<file path="src/rtl/core/stt_pkg.sv">
// Shared types and constants of the source text tokenizer.
// Token kinds, token word layout and the keyword table; no dependencies.
package stt_pkg;

    localparam int QDEPTH = 4;
    localparam int QAW    = $clog2(QDEPTH);

    localparam logic [5:0] K_EOF       = 6'd0;
    localparam logic [5:0] K_IDENT     = 6'd11;
    localparam logic [5:0] K_NUMBER    = 6'd12;
    localparam logic [5:0] K_STRING    = 6'd13;
    localparam logic [5:0] K_CHAR      = 6'd14;
    localparam logic [5:0] K_COLON     = 6'd15;
    localparam logic [5:0] K_SEMI      = 6'd16;
    localparam logic [5:0] K_EQUAL     = 6'd17;
    localparam logic [5:0] K_PLUS      = 6'd18;
    localparam logic [5:0] K_PLUS_EQ   = 6'd19;
    localparam logic [5:0] K_PLUS_PLUS = 6'd20;
    localparam logic [5:0] K_LT        = 6'd21;
    localparam logic [5:0] K_GT        = 6'd22;
    localparam logic [5:0] K_LE        = 6'd23;
    localparam logic [5:0] K_GE        = 6'd24;
    localparam logic [5:0] K_EQEQ      = 6'd25;
    localparam logic [5:0] K_BANG_EQ   = 6'd26;
    localparam logic [5:0] K_LBRACE    = 6'd27;
    localparam logic [5:0] K_RBRACE    = 6'd28;
    localparam logic [5:0] K_LPAREN    = 6'd29;
    localparam logic [5:0] K_RPAREN    = 6'd30;
    localparam logic [5:0] K_COMMA     = 6'd31;
    localparam logic [5:0] K_UNKNOWN   = 6'd32;

    localparam int NUM_KW = 10;

    // keyword text, first byte lowest, zero padded
    localparam logic [47:0] KW_TEXT [NUM_KW] = '{
        48'h000000726176,  // var
        48'h0000006E7566,  // fun
        48'h000000006669,  // if
        48'h00656C696877,  // while
        48'h000000726F66,  // for
        48'h746375727473,  // struct
        48'h7265626D756E,  // number
        48'h676E69727473,  // string
        48'h000064696F76,  // void
        48'h000000746E69   // int
    };
    localparam logic [2:0] KW_LEN [NUM_KW] = '{
        3'd3, 3'd3, 3'd2, 3'd5, 3'd3, 3'd6, 3'd6, 3'd6, 3'd4, 3'd3
    };

    typedef struct packed {
        logic [5:0]  kind;
        logic [31:0] start;
        logic [6:0]  len;
        logic        last;
    } t_token;

    typedef struct packed {
        logic   valid;
        t_token tok;
    } t_tok_slot;

    // Bytes past the identifier length are zero in the window, so a full
    // compare plus a length compare is an exact match.
    function automatic logic [5:0] kw_match(input logic [47:0] win,
                                            input logic [2:0]  len);
        logic [5:0] kind;
        kind = K_IDENT;
        for (int k = NUM_KW - 1; k >= 0; k--) begin
            if (KW_LEN[k] == len && KW_TEXT[k] == win) begin
                kind = 6'(k + 1);
            end
        end
        return kind;
    endfunction

endpackage

</file>
<file path="src/rtl/core/stt_scan.sv">
// Scanner state and per-byte next-state logic of the tokenizer.
// Produces up to two tokens per byte; depends on stt_pkg.
module stt_scan #(
    parameter int LEXEME_CAP    = 127,
    parameter int POSITION_BITS = 32
) (
    input  logic               i_clk,
    input  logic               i_rst_n,
    input  logic               i_valid,
    input  logic [7:0]         i_byte,
    input  logic               i_end,
    output stt_pkg::t_tok_slot o_tok0,
    output stt_pkg::t_tok_slot o_tok1
);
    import stt_pkg::*;

    localparam int LEN_BITS = $clog2(LEXEME_CAP + 1);
    localparam logic [LEN_BITS-1:0] CAP = LEN_BITS'(LEXEME_CAP);

    localparam logic [7:0] CH_LF     = 8'h0A;
    localparam logic [7:0] CH_COLON  = 8'h3A;
    localparam logic [7:0] CH_SEMI   = 8'h3B;
    localparam logic [7:0] CH_LBRACE = 8'h7B;
    localparam logic [7:0] CH_RBRACE = 8'h7D;
    localparam logic [7:0] CH_LPAREN = 8'h28;
    localparam logic [7:0] CH_RPAREN = 8'h29;
    localparam logic [7:0] CH_COMMA  = 8'h2C;
    localparam logic [7:0] CH_SLASH  = 8'h2F;
    localparam logic [7:0] CH_STAR   = 8'h2A;
    localparam logic [7:0] CH_EQ     = 8'h3D;
    localparam logic [7:0] CH_PLUS   = 8'h2B;
    localparam logic [7:0] CH_LT     = 8'h3C;
    localparam logic [7:0] CH_GT     = 8'h3E;
    localparam logic [7:0] CH_BANG   = 8'h21;
    localparam logic [7:0] CH_DQUOTE = 8'h22;
    localparam logic [7:0] CH_SQUOTE = 8'h27;
    localparam logic [7:0] CH_BSLASH = 8'h5C;

    typedef enum logic [3:0] {
        M_IDLE, M_SLASH, M_BLOCK, M_LINE, M_IDENT, M_NUMBER, M_STRING,
        M_STRING_ESC, M_CHAR_FIRST, M_CHAR_AFTER_ESC, M_CHAR_CLOSE,
        M_OP_EQ, M_OP_PLUS, M_OP_LT, M_OP_GT, M_OP_BANG
    } t_mode;

    t_mode                    r_mode, n_mode;
    logic [POSITION_BITS-1:0] r_pos, n_pos;
    logic [31:0]              r_pstart, n_pstart;
    logic [LEN_BITS-1:0]      r_plen, n_plen;
    logic [47:0]              r_win, n_win;
    logic                     r_star, n_star;

    logic [POSITION_BITS-1:0] pos_inc;
    logic [63:0]              pos64, pos_inc64;
    logic [31:0]              pos32, pos_inc32;
    logic [LEN_BITS-1:0]      len_inc, len_inc2;
    logic [6:0]               plen7;
    logic [5:0]               id_kind;
    logic                     is_alpha, is_digit, is_space;

    t_tok_slot fl_tok;
    t_tok_slot id_tok;
    logic      id_pend, id_win_load;
    t_mode     id_mode;
    logic [31:0]         id_pstart;
    logic [LEN_BITS-1:0] id_plen;

    t_tok_slot tok_a, tok_b;
    logic      use_fl, again;

    assign pos_inc   = r_pos + 1'b1;
    assign pos64     = 64'(r_pos);
    assign pos_inc64 = 64'(pos_inc);
    assign pos32     = pos64[31:0];
    assign pos_inc32 = pos_inc64[31:0];
    assign len_inc   = (r_plen < CAP) ? r_plen + 1'b1 : CAP;
    assign len_inc2  = (r_plen < CAP - 1'b1) ? r_plen + 2'd2 : CAP;
    assign plen7     = 7'(r_plen);
    assign id_kind   = (r_plen <= LEN_BITS'(6)) ? kw_match(r_win, r_plen[2:0]) : K_IDENT;
    assign is_alpha  = (i_byte inside {[8'h41:8'h5A], [8'h61:8'h7A], 8'h5F});
    assign is_digit  = (i_byte inside {[8'h30:8'h39]});
    assign is_space  = (i_byte inside {8'h20, [8'h09:8'h0D]});

    // token that a pending mode yields when cut off
    always_comb begin
        fl_tok           = '0;
        fl_tok.tok.start = r_pstart;
        fl_tok.tok.len   = 7'd1;
        fl_tok.valid     = 1'b1;
        case (r_mode)
            M_SLASH:   fl_tok.tok.kind = K_UNKNOWN;
            M_IDENT: begin
                fl_tok.tok.kind = id_kind;
                fl_tok.tok.len  = plen7;
            end
            M_NUMBER: begin
                fl_tok.tok.kind = K_NUMBER;
                fl_tok.tok.len  = plen7;
            end
            M_STRING, M_STRING_ESC: begin
                fl_tok.tok.kind = K_STRING;
                fl_tok.tok.len  = plen7;
            end
            M_CHAR_FIRST, M_CHAR_AFTER_ESC, M_CHAR_CLOSE: begin
                fl_tok.tok.kind = K_CHAR;
                fl_tok.tok.len  = plen7;
            end
            M_OP_EQ:   fl_tok.tok.kind = K_EQUAL;
            M_OP_PLUS: fl_tok.tok.kind = K_PLUS;
            M_OP_LT:   fl_tok.tok.kind = K_LT;
            M_OP_GT:   fl_tok.tok.kind = K_GT;
            M_OP_BANG: fl_tok.tok.kind = K_UNKNOWN;
            default:   fl_tok.valid    = 1'b0;
        endcase
    end

    // scan of the byte as the start of a new token
    always_comb begin
        id_tok           = '0;
        id_tok.tok.start = pos32;
        id_tok.tok.len   = 7'd1;
        id_pend          = 1'b0;
        id_mode          = M_IDLE;
        id_pstart        = pos32;
        id_plen          = '0;
        id_win_load      = 1'b0;
        case (i_byte)
            CH_COLON:  {id_tok.valid, id_tok.tok.kind} = {1'b1, K_COLON};
            CH_SEMI:   {id_tok.valid, id_tok.tok.kind} = {1'b1, K_SEMI};
            CH_LBRACE: {id_tok.valid, id_tok.tok.kind} = {1'b1, K_LBRACE};
            CH_RBRACE: {id_tok.valid, id_tok.tok.kind} = {1'b1, K_RBRACE};
            CH_LPAREN: {id_tok.valid, id_tok.tok.kind} = {1'b1, K_LPAREN};
            CH_RPAREN: {id_tok.valid, id_tok.tok.kind} = {1'b1, K_RPAREN};
            CH_COMMA:  {id_tok.valid, id_tok.tok.kind} = {1'b1, K_COMMA};
            CH_SLASH: begin
                id_pend = 1'b1;
                id_mode = M_SLASH;
            end
            CH_EQ: begin
                id_pend = 1'b1;
                id_mode = M_OP_EQ;
            end
            CH_PLUS: begin
                id_pend = 1'b1;
                id_mode = M_OP_PLUS;
            end
            CH_LT: begin
                id_pend = 1'b1;
                id_mode = M_OP_LT;
            end
            CH_GT: begin
                id_pend = 1'b1;
                id_mode = M_OP_GT;
            end
            CH_BANG: begin
                id_pend = 1'b1;
                id_mode = M_OP_BANG;
            end
            CH_DQUOTE: begin
                id_pend   = 1'b1;
                id_mode   = M_STRING;
                id_pstart = pos_inc32;
            end
            CH_SQUOTE: begin
                id_pend   = 1'b1;
                id_mode   = M_CHAR_FIRST;
                id_pstart = pos_inc32;
            end
            default: begin
                if (is_space) begin
                    id_pend = 1'b0;
                end else if (is_alpha) begin
                    id_pend     = 1'b1;
                    id_mode     = M_IDENT;
                    id_plen     = LEN_BITS'(1);
                    id_win_load = 1'b1;
                end else if (is_digit) begin
                    id_pend = 1'b1;
                    id_mode = M_NUMBER;
                    id_plen = LEN_BITS'(1);
                end else begin
                    {id_tok.valid, id_tok.tok.kind} = {1'b1, K_UNKNOWN};
                end
            end
        endcase
    end

    always_comb begin
        n_mode   = r_mode;
        n_pos    = pos_inc;
        n_pstart = r_pstart;
        n_plen   = r_plen;
        n_win    = r_win;
        n_star   = r_star;
        use_fl   = 1'b0;
        again    = 1'b0;
        tok_b    = '0;
        tok_b.tok.start = r_pstart;
        tok_b.tok.len   = 7'd2;
        if (i_end) begin
            use_fl          = 1'b1;
            tok_b.valid     = 1'b1;
            tok_b.tok.kind  = K_EOF;
            tok_b.tok.start = pos32;
            tok_b.tok.len   = 7'd0;
            n_mode   = M_IDLE;
            n_pos    = '0;
            n_pstart = '0;
            n_plen   = '0;
            n_win    = '0;
            n_star   = 1'b0;
        end else begin
            case (r_mode)
                M_SLASH: begin
                    if (i_byte == CH_STAR) begin
                        n_mode = M_BLOCK;
                        n_star = 1'b0;
                    end else if (i_byte == CH_SLASH) begin
                        n_mode = M_LINE;
                    end else begin
                        use_fl = 1'b1;
                        again  = 1'b1;
                    end
                end
                M_BLOCK: begin
                    if (r_star && i_byte == CH_SLASH) begin
                        n_mode = M_IDLE;
                        n_star = 1'b0;
                    end else begin
                        n_star = (i_byte == CH_STAR);
                    end
                end
                M_LINE: begin
                    if (i_byte == CH_LF) n_mode = M_IDLE;
                end
                M_IDENT: begin
                    if (is_alpha || is_digit) begin
                        for (int i = 0; i < 6; i++) begin
                            if (r_plen == LEN_BITS'(i)) n_win[8*i +: 8] = i_byte;
                        end
                        n_plen = len_inc;
                    end else begin
                        use_fl = 1'b1;
                        again  = 1'b1;
                    end
                end
                M_NUMBER: begin
                    if (is_digit) begin
                        n_plen = len_inc;
                    end else begin
                        use_fl = 1'b1;
                        again  = 1'b1;
                    end
                end
                M_STRING: begin
                    if (i_byte == CH_DQUOTE) begin
                        use_fl = 1'b1;
                        n_mode = M_IDLE;
                    end else if (i_byte == CH_BSLASH) begin
                        n_mode = M_STRING_ESC;
                    end else begin
                        n_plen = len_inc;
                    end
                end
                M_STRING_ESC: begin
                    n_plen = len_inc2;
                    n_mode = M_STRING;
                end
                M_CHAR_FIRST: begin
                    if (i_byte == CH_SQUOTE) begin
                        use_fl = 1'b1;
                        n_mode = M_IDLE;
                    end else begin
                        n_plen = LEN_BITS'(1);
                        n_mode = (i_byte == CH_BSLASH) ? M_CHAR_AFTER_ESC : M_CHAR_CLOSE;
                    end
                end
                M_CHAR_AFTER_ESC: begin
                    if (i_byte == CH_SQUOTE) begin
                        use_fl = 1'b1;
                        n_mode = M_IDLE;
                    end else begin
                        n_plen = LEN_BITS'(2);
                        n_mode = M_CHAR_CLOSE;
                    end
                end
                M_CHAR_CLOSE: begin
                    if (i_byte == CH_SQUOTE) begin
                        use_fl = 1'b1;
                        n_mode = M_IDLE;
                    end
                end
                M_OP_EQ, M_OP_LT, M_OP_GT, M_OP_BANG: begin
                    if (i_byte == CH_EQ) begin
                        tok_b.valid = 1'b1;
                        case (r_mode)
                            M_OP_EQ:  tok_b.tok.kind = K_EQEQ;
                            M_OP_LT:  tok_b.tok.kind = K_LE;
                            M_OP_GT:  tok_b.tok.kind = K_GE;
                            default:  tok_b.tok.kind = K_BANG_EQ;
                        endcase
                        n_mode = M_IDLE;
                    end else begin
                        use_fl = 1'b1;
                        again  = 1'b1;
                    end
                end
                M_OP_PLUS: begin
                    if (i_byte == CH_EQ || i_byte == CH_PLUS) begin
                        tok_b.valid    = 1'b1;
                        tok_b.tok.kind = (i_byte == CH_EQ) ? K_PLUS_EQ : K_PLUS_PLUS;
                        n_mode         = M_IDLE;
                    end else begin
                        use_fl = 1'b1;
                        again  = 1'b1;
                    end
                end
                default: again = 1'b1;
            endcase
            if (again) begin
                tok_b = id_tok;
                if (id_pend) begin
                    n_mode   = id_mode;
                    n_pstart = id_pstart;
                    n_plen   = id_plen;
                    if (id_win_load) n_win = {40'd0, i_byte};
                end else begin
                    n_mode = M_IDLE;
                end
            end
        end
    end

    always_comb begin
        tok_a  = use_fl ? fl_tok : '0;
        o_tok0 = tok_a.valid ? tok_a : tok_b;
        o_tok1 = tok_a.valid ? tok_b : '0;
        o_tok0.tok.last = !o_tok1.valid;
        o_tok1.tok.last = 1'b1;
    end

    always_ff @(posedge i_clk) begin
        if (!i_rst_n) begin
            r_mode   <= M_IDLE;
            r_pos    <= '0;
            r_pstart <= '0;
            r_plen   <= '0;
            r_win    <= '0;
            r_star   <= 1'b0;
        end else if (i_valid) begin
            r_mode   <= n_mode;
            r_pos    <= n_pos;
            r_pstart <= n_pstart;
            r_plen   <= n_plen;
            r_win    <= n_win;
            r_star   <= n_star;
        end
    end

    a_end_restarts: assert property (@(posedge i_clk) disable iff (!i_rst_n)
        i_valid && i_end |=> r_mode == M_IDLE && r_pos == '0)
        else $error("end of input did not restart the scanner");

    a_end_gives_eof: assert property (@(posedge i_clk) disable iff (!i_rst_n)
        i_valid && i_end |-> o_tok0.valid && (o_tok1.valid ? o_tok1.tok.kind == K_EOF
                                                           : o_tok0.tok.kind == K_EOF))
        else $error("end of input without EOF token");

    a_tok_order: assert property (@(posedge i_clk) disable iff (!i_rst_n)
        o_tok1.valid |-> o_tok0.valid)
        else $error("second token slot used alone");

    a_len_cap: assert property (@(posedge i_clk) disable iff (!i_rst_n)
        r_plen <= CAP)
        else $error("pending length above cap");

endmodule

</file>
<file path="src/rtl/core/source_text_tokenizer.sv">
// Source text tokenizer: one byte word in, tokens out as (kind, start, length).
// Output: a token is queued when the byte that ends it is accepted and offered in queue order.
// Throughput: one byte per cycle while the queue accepts; a byte that closes two tokens
// pushes both into a four-entry token queue that accepts while two slots are free.
// Reset: synchronous, active low; scanner idle, position zero, queue empty.
// Depends on stt_pkg and stt_scan.
module source_text_tokenizer #(
    parameter int LEXEME_CAP    = 127,
    parameter int POSITION_BITS = 32
) (
    input  logic        i_clk,
    input  logic        i_rst_n,
    input  logic        i_s_tvalid,
    output logic        o_s_tready,
    input  logic [7:0]  i_s_tdata,   // [7:0] in_byte
    input  logic [0:0]  i_s_tuser,   // [0] end_of_input
    output logic        o_m_tvalid,
    input  logic        i_m_tready,
    output logic [39:0] o_m_tdata,   // [31:0] lexeme_start, [38:32] lexeme_length, [39] zero
    output logic [5:0]  o_m_tuser,   // [5:0] token_kind
    output logic        o_m_tlast    // last_of_run
);
    import stt_pkg::*;

    t_tok_slot tok0, tok1;
    logic      in_acc, pop;
    logic [1:0] push_n;

    t_token          r_q [QDEPTH];
    logic [QAW-1:0]  r_wr, r_rd;
    logic [QAW:0]    r_count;

    assign in_acc = i_s_tvalid && o_s_tready;
    assign pop    = o_m_tvalid && i_m_tready;
    assign push_n = in_acc ? (2'(tok0.valid) + 2'(tok1.valid)) : 2'd0;

    assign o_s_tready = (r_count <= (QAW+1)'(QDEPTH - 2));
    assign o_m_tvalid = (r_count != '0);
    assign o_m_tdata  = {1'b0, r_q[r_rd].len, r_q[r_rd].start};
    assign o_m_tuser  = r_q[r_rd].kind;
    assign o_m_tlast  = r_q[r_rd].last;

    stt_scan #(
        .LEXEME_CAP   (LEXEME_CAP),
        .POSITION_BITS(POSITION_BITS)
    ) u_scan (
        .i_clk  (i_clk),
        .i_rst_n(i_rst_n),
        .i_valid(in_acc),
        .i_byte (i_s_tdata),
        .i_end  (i_s_tuser[0]),
        .o_tok0 (tok0),
        .o_tok1 (tok1)
    );

    always_ff @(posedge i_clk) begin
        if (in_acc && tok0.valid) r_q[r_wr] <= tok0.tok;
        if (in_acc && tok1.valid) r_q[r_wr + 1'b1] <= tok1.tok;
    end

    always_ff @(posedge i_clk) begin
        if (!i_rst_n) begin
            r_wr    <= '0;
            r_rd    <= '0;
            r_count <= '0;
        end else begin
            r_wr    <= r_wr + QAW'(push_n);
            r_rd    <= r_rd + QAW'(pop);
            r_count <= r_count + (QAW+1)'(push_n) - (QAW+1)'(pop);
        end
    end

    a_queue_bound: assert property (@(posedge i_clk) disable iff (!i_rst_n)
        r_count <= (QAW+1)'(QDEPTH))
        else $error("token queue overflow");

    a_end_pushes: assert property (@(posedge i_clk) disable iff (!i_rst_n)
        in_acc && i_s_tuser[0] |=> r_count >= (QAW+1)'(1))
        else $error("end of input left no token queued");

    a_count_step: assert property (@(posedge i_clk) disable iff (!i_rst_n)
        !in_acc && pop |=> r_count == $past(r_count) - 1'b1)
        else $error("queue count out of step with pops");

endmodule
</file>
<file path="config.mk">
export PLATFORM = sky130hd
export DESIGN_NAME = source_text_tokenizer
export DESIGN_NICKNAME = d
export VERILOG_FILES = /design/src/rtl/core/stt_pkg.sv /design/src/rtl/core/stt_scan.sv /design/src/rtl/core/source_text_tokenizer.sv
export SDC_FILE = /design/constraint.sdc
export NUM_CORES = 1
export LEC_CHECK = 0
export BUFFER_PORTS_ARGS = -buffer_cell sky130_fd_sc_hd__buf_2
export CORE_AREA = 2 2 189 191
export DETAILED_ROUTE_END_ITERATION = 12
export DIE_AREA = 0 0 191 193
export GPL_TIMING_DRIVEN = 0
export PLACE_DENSITY = 0.66
export SYNTH_ARGS = -nofsm -noshare
export SYNTH_HDL_FRONTEND = slang
export SYNTH_SLANG_ARGS = --single-unit
</file>
<file path="constraint.sdc">
create_clock -name i_clk -period 13.8 [get_ports i_clk]
set_input_delay 0.69 -clock i_clk [delete_from_list [all_inputs] [get_ports i_clk]]
set_output_delay 0.69 -clock i_clk [all_outputs]
set_load 0.03 [all_outputs]
</file>
Yosys cells after proc, flatten, opt, wreduce, memory -nomap -nowiden
Memory sizes are Yosys's and may differ from the RTL's. A register that Yosys moved wholly into a read port is not among the register bits.
Cells that the tools add are included.
{"block": "classes", "mux": 111, "addsub": 9, "reduce_logical": 44, "n_lt_le_gt_ge": 12, "n_eq_ne": 63}
{"cell": "$mux W48", "n": 6}
{"cell": "$eq A23 B48 Y1 const A", "n": 4}
{"cell": "$mux W47", "n": 4}
{"cell": "$mux W32", "n": 5}
{"cell": "$eq A47 B48 Y1 const A", "n": 3}
{"cell": "$mux W7", "n": 20}
{"cell": "$eq A8 B6 Y1 const B", "n": 15}
{"cell": "$mux W4", "n": 24}
{"cell": "$pmux W7 S8", "n": 1}
{"cell": "$pmux W6 S9", "n": 1}
{"cell": "$eq A15 B48 Y1 const A", "n": 1}
{"cell": "$eq A31 B48 Y1 const A", "n": 1}
{"cell": "$eq A39 B48 Y1 const A", "n": 1}
{"cell": "$mux W8", "n": 6}
{"cell": "$mux W46", "n": 1}
{"cell": "$pmux W7 S6", "n": 1}
{"cell": "$pmux W4 S10", "n": 1}
{"cell": "$pmux W4 S9", "n": 1}
{"cell": "$add A32 B1 Y32 const B", "n": 1}
{"cell": "$eq A4 B4 Y1 const B", "n": 8}
{"cell": "$eq A8 B7 Y1 const B", "n": 4}
{"cell": "$mux W1", "n": 27}
{"cell": "$reduce_or A7 Y1", "n": 3}
{"cell": "$ne A4 B2 Y1 const B", "n": 5}
{"cell": "other kinds (50)", "n": 95}
{"block": "totals", "reg_bits": 131, "mem_count": 1, "ramBits": 184, "input_bits": 13, "out_inout_bits": 49, "word_cells": 249}
{"memory": "r_q", "words": 4, "word_bits": 46, "rd": 1, "rd_clocked_by_memory_dff": 1, "write_ports": 2, "line_no": "source_text_tokenizer.sv:29", "source": "t_token r_q [QDEPTH];"}

Logic depth before layout (Yosys ltp)
{"block": "logic_depth", "ltp_word": 20, "mapped_depth": 19, "ltp_nobuf": 13}

By module
From an unflattened synthesis, not the netlist that was laid out.
{"block": "hier_totals", "hier_cells": 1730, "hier_area_um2": 18720.5}
{"module": "source_text_tokenizer", "cells_each": 497, "area_per_inst_um2": 9703.1, "instances": 1, "seq_area_each_um2": 5665.4}
{"module": "stt_scan", "cells_each": 1233, "area_per_inst_um2": 9017.4, "instances": 1, "seq_area_each_um2": 2482.4}

Worst setup path after synthesis
Ideal clock, no wire load.
{"block": "synth_path", "path_type": "input to register", "start": "input i_s_tdata[2]", "end": "memory r_q[0][10] in the netlist's numbering, enable pin", "path_stages": 13, "path_buffers": 2, "arrival_time_ns": 4.653, "setup_slack_ns": 8.752, "t_required_ns": 13.405, "setup_time_ns": 0.395, "cell_sequence": "buf_2 -> nand3_1 -> o2111a_1 -> o311ai_2 -> a31oi_1 -> and2_1 -> a22oi_1 -> inv_1 -> ha_1 -> clkbuf_1 -> nor4_1 -> nor2_1 -> inv_1"}
{"item": "start: declaration", "line_no": "source_text_tokenizer.sv:15", "source": "input logic [7:0] i_s_tdata,"}
{"item": "end: declaration", "line_no": "source_text_tokenizer.sv:29"}

==> impl_metrics.tcl <==
set metrics [dict create \
    die_area_sq_mm 0.0369 \
    setup_viol 0 \
    synth_warnings 0 \
    clk_pin_slew_worst_paths_ns 0.07 \
    postCtsSetupBuffers 0 \
    min_period_over_period_pct 43.2 \
    hold_viol_final 0 \
    vdd_drop_max_v 0.0000857 \
    worstPathArrival_ns 6.17 \
    synthesis.instances 1700 \
    yosysMostFrequentCell "nand2_1" \
    final_layout_size_suffix_gt1_share_pct 13.6 \
    hold_ws_ns 0.456 \
    start_kind "register" \
    grt_pass1_wl_mm 81.6 \
    cts_inserted_buffers 35 \
    antenna_found_initial 0 \
    crit_type "reg2reg" \
    outcome "finished clean" \
    max-cap-violations 0 \
    cts_resized 0 \
    cp.required_ns 14.01 \
    grt_use_total_pct 28.7 \
    avgSynthCellArea_sq_um 10.1 \
    antennaDiodeCount 0 \
    seq_area_frac_synth_pct 46.2 \
    hpwl_mm 38.0 \
    synth_common_cells "nand2_1, edfxtp_1, dfxtp_1" \
    synth_edf_count 160 \
    grt_pass1_vias 14187 \
    via_per_inst 6.37 \
    fmax_mhz 168 \
    yosysTopAreaCell "edfxtp_1" \
    hp-class "reg2reg" \
    synth_fp_nets 1728 \
    vias 14546 \
    synthDominantCellAreaShare_pct 28.1 \
    die_y_microns 193 \
    drt-initial-drc-count 1442 \
    fin_nets 1825 \
    p_leak_nw 6.19 \
    die_w_microns 191 \
    synth.distinct_cells 99 \
    clk_latency_ns 0.53 \
    port_buffers 56 \
    synth_seq_cells 315 \
    fin_crit_ns 5.96 \
    grt_setup_unrepaired "false" \
    crit_path_cell_trace "clkbuf_1 -> inv_1 -> nor3_1 -> o311ai_2 -> nand3_4 -> nor2_4 -> buf_6 -> a22oi_1 -> inv_1 -> ha_1 -> clkbuf_1 -> nor4_1 -> nor2_1 -> inv_2 -> buf_16" \
    row_count 69 \
    tightestPinTransition_ns 1.26 \
    cp_slowest_cell "nor4_1" \
    grt_max_degree 25 \
    grt.overflow.total 0 \
    start_util_pct 48.9 \
    gp_congestion 0.984 \
    mappedNetlistArea_sq_mm 0.0171 \
    postCtsHoldBufs 0 \
    synth_area_leaders "edfxtp_1, dfxtp_1, a22o_1" \
    critical_path.max_fanout 24 \
    critPathMaxStageDelay_ns 1.04 \
    avgRoutedWirePerCell_microns 23.0 \
    cts_buffer_depth 3 \
    cp-end-kind "register" \
    synth-main-ff-cell "edfxtp_1" \
    drc 0 \
    cts_max_level 2 \
    async_flop_share_pct 0 \
    setup_tns_ns 0 \
    core_sq_mm 0.0350 \
    power_density_mw_per_mm2 165 \
    fin_skew_ns 0.0205 \
    maxSlewViolCount 0 \
    max_slew_margin_pct 15.6 \
    wl_mm 52.6 \
    dr.pass1.iters 7 \
    clkSinkCount 315 \
    cts_tree "done" \
    root_buffer "clkbuf_16" \
    antenna_left 0 \
    timing.critical_path.buf_inv 7 \
    io-pin-count 62 \
    area.growth.synth_to_final_pct 12.4 \
    crit_family "simple AND/OR/NAND/NOR gates" \
]
==> final cells by class <==
type                    count  area (sq um)
plain buffers             155           756
clock buffers              51          1010
clock inverters            13           160
fillers                  3122         15700
inverters                  26           105
multi-input cells        1204          8350
flip-flops and latches    315          7910
well taps                 461           577
repair buffers             60           375
==> worst reg2reg max path, cell delays in order (launching register included) <==
cell	delay (ns)
dfxtp_1	0.32
clkbuf_1	0.39
inv_1	0.27
nor3_1	0.53
o311ai_2	0.37
nand3_4	0.24
nor2_4	0.07
buf_6	0.21
a22oi_1	0.37
inv_1	0.08
ha_1	0.18
clkbuf_1	0.19
nor4_1	1.04
nor2_1	0.42
inv_2	0.65
buf_16	0.26
==> power by group <==
part,internal [mW],total [mW],switching [mW]
Sequential,1.12,1.16,0.0376
Clock,0.568,0.954,0.386
Combinational,0.331,1.07,0.739
Total,2.02,3.18,1.16
==> final timing paths <==
check | from | cells past startpoint | slack, ns | to
setup / recovery | u_scan.r_mode[2] | 15 | 7.84 | r_q[0][12]
hold / removal | r_q[2][3] | 2 | 0.46 | r_q[2][3]
setup reg to reg | u_scan.r_mode[2] | 15 | 7.84 | r_q[0][12]
hold reg to reg | r_q[2][3] | 2 | 0.46 | r_q[2][3]
==> cell families after synthesis <==
group | count (synthesis) | share of synthesized area, %
AOI/OAI and AO/OA | 524 | 21.7
other | 1 | 0.0219
buffers and inverters | 181 | 5.03
and+or+nand+nor | 575 | 17.6
muxes | 49 | 6.24
adders and majority gates | 15 | 1.14
xor gates and xnor gates | 40 | 2.05
DFF | 315 | 46.2
==> registers in the layout (all words and copies together), names as in the netlist <==
signal	cells
u_scan.r_pstart	32
r_wr	2
r_q	184
r_rd	2
u_scan.r_mode	4
u_scan.plen7	7
u_scan.pos32	32
u_scan.r_win	48
r_count	3
u_scan.r_star	1
==> metrics by stage <==
stage               util [%]  area [sq um]  power (mW)  std cells  setup slack (ns)
floorplan                  -         17100        1.90       1700              8.75
global placement        51.4         18000        2.21       2217              6.88
detailed placement      51.7         18100        2.24       2221              7.66
CTS                     55.0         19200        3.19       2285              8.01
global route            55.0         19200        3.31       2285              7.65
finish                  55.0         19200        3.18       2285              7.84
==> per-layer routing <==
metal / part of all wire [%] / track usage [%] / wire, microns
met1: 41 / 37.5 / 21300
met2: 49 / 48.9 / 25800
met3: 7.4 / 4.29 / 3870
met4: 2.9 / 9.57 / 1530
met5: 0 / 0 / 0
==> cells in the final DEF (no fill, tap or decap), types with 16 or more instances in the layout <==
cell / synthesis / final
a21oi_1: 107 / 107
nor4_1: 16 / 16
nor2_1: 103 / 103
dfxtp_1: 155 / 155
and3_1: 19 / 19
o2bb2ai_1: 34 / 34
nand3_1: 45 / 45
o22ai_1: 35 / 35
a22oi_1: 17 / 17
edfxtp_1: 160 / 160
or3_1: 49 / 49
a22o_1: 128 / 128
inv_1: 24 / 20
clkbuf_16: 0 / 37
a31oi_1: 19 / 19
nand4_1: 18 / 18
buf_2: 12 / 68
and2_1: 23 / 23
xnor2_1: 25 / 25
nand2_1: 169 / 169
mux4_2: 46 / 46
clkbuf_1: 104 / 115
o21ai_0: 92 / 92
nor3_1: 33 / 33
Power figures use the tool's default switching activity.
